### config.mk
export PLATFORM = sky130hd
export DESIGN_NAME = smcs_div_cell
export DESIGN_NICKNAME = d
export VERILOG_FILES = /design/src/rtl/core/smcs_pkg.sv /design/src/rtl/core/smcs_div_cell.sv
export SDC_FILE = /design/constraint.sdc
export NUM_CORES = 2
export LEC_CHECK = 0
export BUFFER_PORTS_ARGS = -buffer_cell sky130_fd_sc_hd__buf_4
export CAP_MARGIN = 20
export CORE_AREA = 10 10 460 462
export DETAILED_ROUTE_END_ITERATION = 8
export DIE_AREA = 0 0 470 472
export MAX_ROUTING_LAYER = met4
export PLACE_DENSITY = 0.4
export SYNTH_ARGS = -nofsm -noshare
export SYNTH_HDL_FRONTEND = slang
export SYNTH_SLANG_ARGS = --single-unit
### constraint.sdc
create_clock -name clk -period 1.2 [get_ports clk]
set_input_delay 0.24 -clock clk [delete_from_list [all_inputs] [get_ports clk]]
set_output_delay 0.24 -clock clk [all_outputs]
set_load 0.02 [all_outputs]
### src/rtl/core/smcs_pkg.sv
// Shared types and constants for the sphere mode coefficient solver.
package smcs_pkg;

    localparam int CFG_W   = 31;
    localparam int LANES   = 4;
    localparam int NCELL   = 66;
    localparam int REM_W   = 63;
    localparam int K_W     = 6;

    localparam logic [1:0] CFG_REFRACTIVE_INDEX = 2'd0;
    localparam logic [1:0] CFG_REL_PERMEABILITY = 2'd1;
    localparam logic [1:0] CFG_IMPEDANCE_RATIO  = 2'd2;

    localparam logic [K_W-1:0] NORM_MSB = 6'd30;
    localparam logic [31:0]    SAT_POS  = 32'h7FFF_FFFF;
    localparam logic [31:0]    SAT_NEG  = 32'h8000_0000;

    typedef struct packed {
        logic               mode;
        logic signed [31:0] hankel_re;
        logic signed [31:0] hankel_im;
        logic signed [31:0] dhankel_re;
        logic signed [31:0] dhankel_im;
        logic signed [31:0] bessel_inner;
        logic signed [31:0] bessel_outer;
        logic signed [31:0] dbessel_inner;
        logic signed [31:0] dbessel_outer;
    } smcs_in_t;

    typedef struct packed {
        logic signed [31:0] scatter_re;
        logic signed [31:0] scatter_im;
        logic signed [31:0] internal_re;
        logic signed [31:0] internal_im;
        logic               singular;
        logic               saturated;
    } smcs_out_t;

    // lanes: scatter re, scatter im, internal re, internal im
    typedef struct packed {
        logic                             valid;
        logic                             sing;
        logic                             term_clip;
        logic [K_W-1:0]                   k;
        logic [REM_W-1:0]                 den;
        logic [LANES-1:0]                 neg;
        logic [LANES-1:0]                 ovf;
        logic [LANES-1:0][REM_W-1:0]      rem;
        logic [LANES-1:0][NCELL-1:0]      w;
    } smcs_div_t;

endpackage

### src/rtl/core/smcs_div_cell.sv
// One restoring-division cell: one quotient bit for each of the four lanes.
module smcs_div_cell (
    input  logic                 clk,
    input  logic                 rst_n,
    input  logic                 en,
    input  smcs_pkg::smcs_div_t  div_in,
    output smcs_pkg::smcs_div_t  div_out
);
    import smcs_pkg::*;

    smcs_div_t        div_next, div_reg;
    logic [REM_W:0]   t;
    logic             ge;

    always_comb
    begin
        div_next = div_in;
        t  = '0;
        ge = 1'b0;
        for (int l = 0; l < LANES; l++)
        begin
            t  = {div_in.rem[l], div_in.w[l][NCELL-1]};
            ge = t >= {1'b0, div_in.den};
            div_next.rem[l] = ge ? REM_W'(t - {1'b0, div_in.den}) : t[REM_W-1:0];
            div_next.w[l]   = {div_in.w[l][NCELL-2:0], ge};
        end
    end

    always_ff @(posedge clk or negedge rst_n)
    begin
        if (!rst_n)
            div_reg <= '0;
        else if (en)
            div_reg <= div_next;
    end

    assign div_out = div_reg;

endmodule

==> summary.md <==
| Metric | Value |
|---|---|
| Outcome | `complete, but fails checks` |
| Failing checks | `negative setup slack` |
| Most common flop cell mapped by yosys | `dfrtp_1` |
| Count of flip-flops with a built-in enable after synthesis | `0` |
| GRT Total Usage | `0.236` |
| Fin. max-slew vios | `0` |
| WL final | `270000 um` |
| Die Y | `472 um` |
| Insertion delay to the later sink of the worst-skew pair | `a little over 0.7 ns` |
| Clock root cell | `clkbuf_16` |
| Final Hold Viols | `0` |
| Slowest CP cell | `fa_2` |
| CP bufs+invs | `4` |
| Die area | `222000 um2` |
| Area grow syn2layout | `111%` |
| Post-synth top area cell | `dfrtp_1` |
| P_leak | `37.3 nW` |
| Startpoint types | `input pin` |
| Cells along the critical path | `buf_12, buf_12, ha_4, fa_2, nor2b_4, o31a_1, a21boi_4, o31ai_4, a221oi_2, a21bo_2, and4b_1, o311ai_4, a41oi_4, buf_12, buf_4, nor2_1, a21oi_1, a21oi_1` |
| Vias per cell | `between 4 and 5` |
| Filler cell count | `19.9k` |
| # port buffers | `1194` |
| Total Power | `0.0969 W` |
| Max reg flops | `approximately 600` |
| Util after Layout | `0.406` |
| Grt ovf | `0` |
| Top-count cell post-synth | `a21oi_1` |
| Crit-path max cell delay | `0.39 ns` |
| Core area | `202000 um2` |
| Peak supply drop | `1.15 mV` |
| R2r worst-path depth | `2` |
| Post-synth top cells | `a21oi_1, dfrtp_1, nor2_1` |
| Share of layout cells above drive strength 1 | `0.542` |
| Post-Synthesis Cell Area | `roughly 39000 um2` |
| Initial DRC count | `2213` |
| Max-cap violations | `0` |
| Top-area cell type share of the netlist area | `0.383` |
| Multi-input gate area | `27400 um2` |
| Placed insts | `approximately 9k` |
| Post-Synthesis Cells | `4274` |
| Worst slew pin tran | `0.898 ns` |
| WP depth | `18` |
| Setup CP Type | `in -> reg` |
| Min Tclk post-route | `2.98 ns` |
| Starting Density | `0.193` |
| F_max | `336 MHz` |
| Mean Syn Cell Area | `9.11 um2` |
| RSZ-0062 raised after global routing | `yes` |
| Mapped Nets | `5129` |
| Num rows | `165` |
| Post-synthesis cell type count | `85` |
| Vias in the first global route | `48.9k` |
| Power Density | `approximately 1200 nW/um2` |
| Combinational group share of total power | `0.458` |
| Sw Ratio | `0.369` |
| First-pass GRT wire length | `between 300000 and 400000 um` |
| FFs w/ async S/R, synth | `1.00` |
| CP top delay family | `compound AO/OA/AOI/OAI gates` |
| Setup violations, final | `923` |
| Routed Antenna Nets | `0` |
| Finished Layout Cells | `10.4k` |
| Largest net degree at the start of global routing | `56` |
| Fin Clk Skew | `0 ns` |
| Critical Path RT | `1.81 ns` |
| Max FO, Critical Path | `32` |
| Clock power frac | `0.279` |
| DR pass1 iterations | `5` |
| Switching pwr | `0.0358 W` |
| Reg power frac | `0.263` |
| Slew margin rel. | `0.401` |
| # IOs | `1195` |
| DRC | `0` |
| Tcrit/Tclk final | `2.48` |
| Critical Path Sink Type | `flip-flop` |
| Pre-CTS WS | `-2.93 ns` |
| CP Data Arrival Time | `3.58 ns` |
| Sequential share of the synthesized area | `0.383` |
| Synth top area cells | `dfrtp_1, mux2_2, ha_1` |
| Routed len/inst | `25.9 um` |
| Internal power | `slightly above 0.06 W` |
| Initial antenna violation count | `110` |
| Setup ws final | `-1.78 ns` |
| Post-route setup TNS | `-609.49 ns` |
| Seq cells post-synth | `596` |
| H-tree depth | `3` |
| Hold/Removal Path Class | `in -> reg` |
| Cts bufs inserted | `83` |
| Routability cong. | `0.916` |
| Clock tree buffer depth | `3` |
| Layout net count | `8466` |
| Clock sink total | `596` |
| Die width | `470 um` |
| Hold Path Cell Cnt | `5` |
| Crit path top cell by count | `buf_12` |
| CTS clk-pin slew, worst paths | `0.06 ns` |
| Storage element area | `15000 um2` |
| CTS tree | `yes` |
| DR vias | `roughly 47k` |
| Synth warnings | `0` |
| Post-DP HPWL | `218000 um` |
## repair_timing
action	CTS	global route
resized for setup	664	1182
buffers inserted	134	246
gates cloned	30	8
hold endpoints to repair	1187	4
hold buffers	597	3
pin swaps	301	331
setup endpoints to repair	852	1051
## cells in the final DEF (no fill, tap or decap), drive strengths merged, types with 86 or more instances in the layout
cell	count
ha	252
dfrtp	596
nor2	471
a21o	144
inv	131
o21ai	197
a21oi	607
mux2	361
xor2	86
dlygate4sd3	594
buf	2873
nand2	316
xnor2	138
clkbuf	122
## path summary, 6_finish.rpt
kind                                    from            to  slack (ns)
worst min-delay path             div_in[387]  div_out[388]        0.06
worst min register to register  div_out[488]  div_out[488]        0.50
min in group asynchronous              rst_n  div_out[204]        0.08
max in group asynchronous              rst_n  div_out[307]        0.08
worst max-delay path             div_in[524]  div_out[399]       -1.78
worst max register to register  div_out[298]  div_out[298]        0.23
## cell type report
type / instances / area share
clock inverter: 39 / 0.00687
antenna: 82 / 0.00250
inverter: 152 / 0.00885
timing repair buffer: 3478 / 0.396
sequential: 596 / 0.182
clock buffer: 115 / 0.0290
tap: 2672 / 0.0408
multi-input combinational: 3300 / 0.334
## power by group through the flow
stage	sequential [W]	clock, W	combinational (W)
global placement	0.0252	0	0.0339
global route	0.0257	0.0287	0.0469
detailed placement	0.0252	0	0.0339
finish	0.0255	0.0271	0.0443
floorplan	0.0282	0	0.0117
CTS	0.0249	0.0280	0.0393
## cells by family (layout without fill, tap and decap cells)
family                     after synthesis  after routing  share of synthesized area
AOI/OAI and AO/OA                     1292           1292                      0.201
xor gates and xnor gates               224            224                     0.0504
adders and majority gates              256            256                     0.0830
buffers and inverters                  379           3784                     0.0387
DFF                                    596            596                      0.383
muxes                                  402            402                      0.115
other                                    0             82                          0
and+or+nand+nor                       1125           1126                      0.129
## worst min-delay path: stages
cell	delay [ns]
buf_4	0.10
ha_4	0.12
buf_4	0.10
xnor2_1	0.11
o21ai_1	0.06
## metrics by stage
stage	area, um2	hold WS, ns
global placement	61600	0.199
global route	82000	0.00151
CTS	75300	-0.191
floorplan	39700	-0.0556
detailed placement	61600	0.201
finish	82000	0.0563
## per-layer routing
metal	GRT usage	share of wire
met1	0.248	0.38
met2	0.434	0.52
met3	0.0426	0.045
met4	0.0988	0.053
met5	-	0
Note: power is estimated with default switching activity, not from simulation.
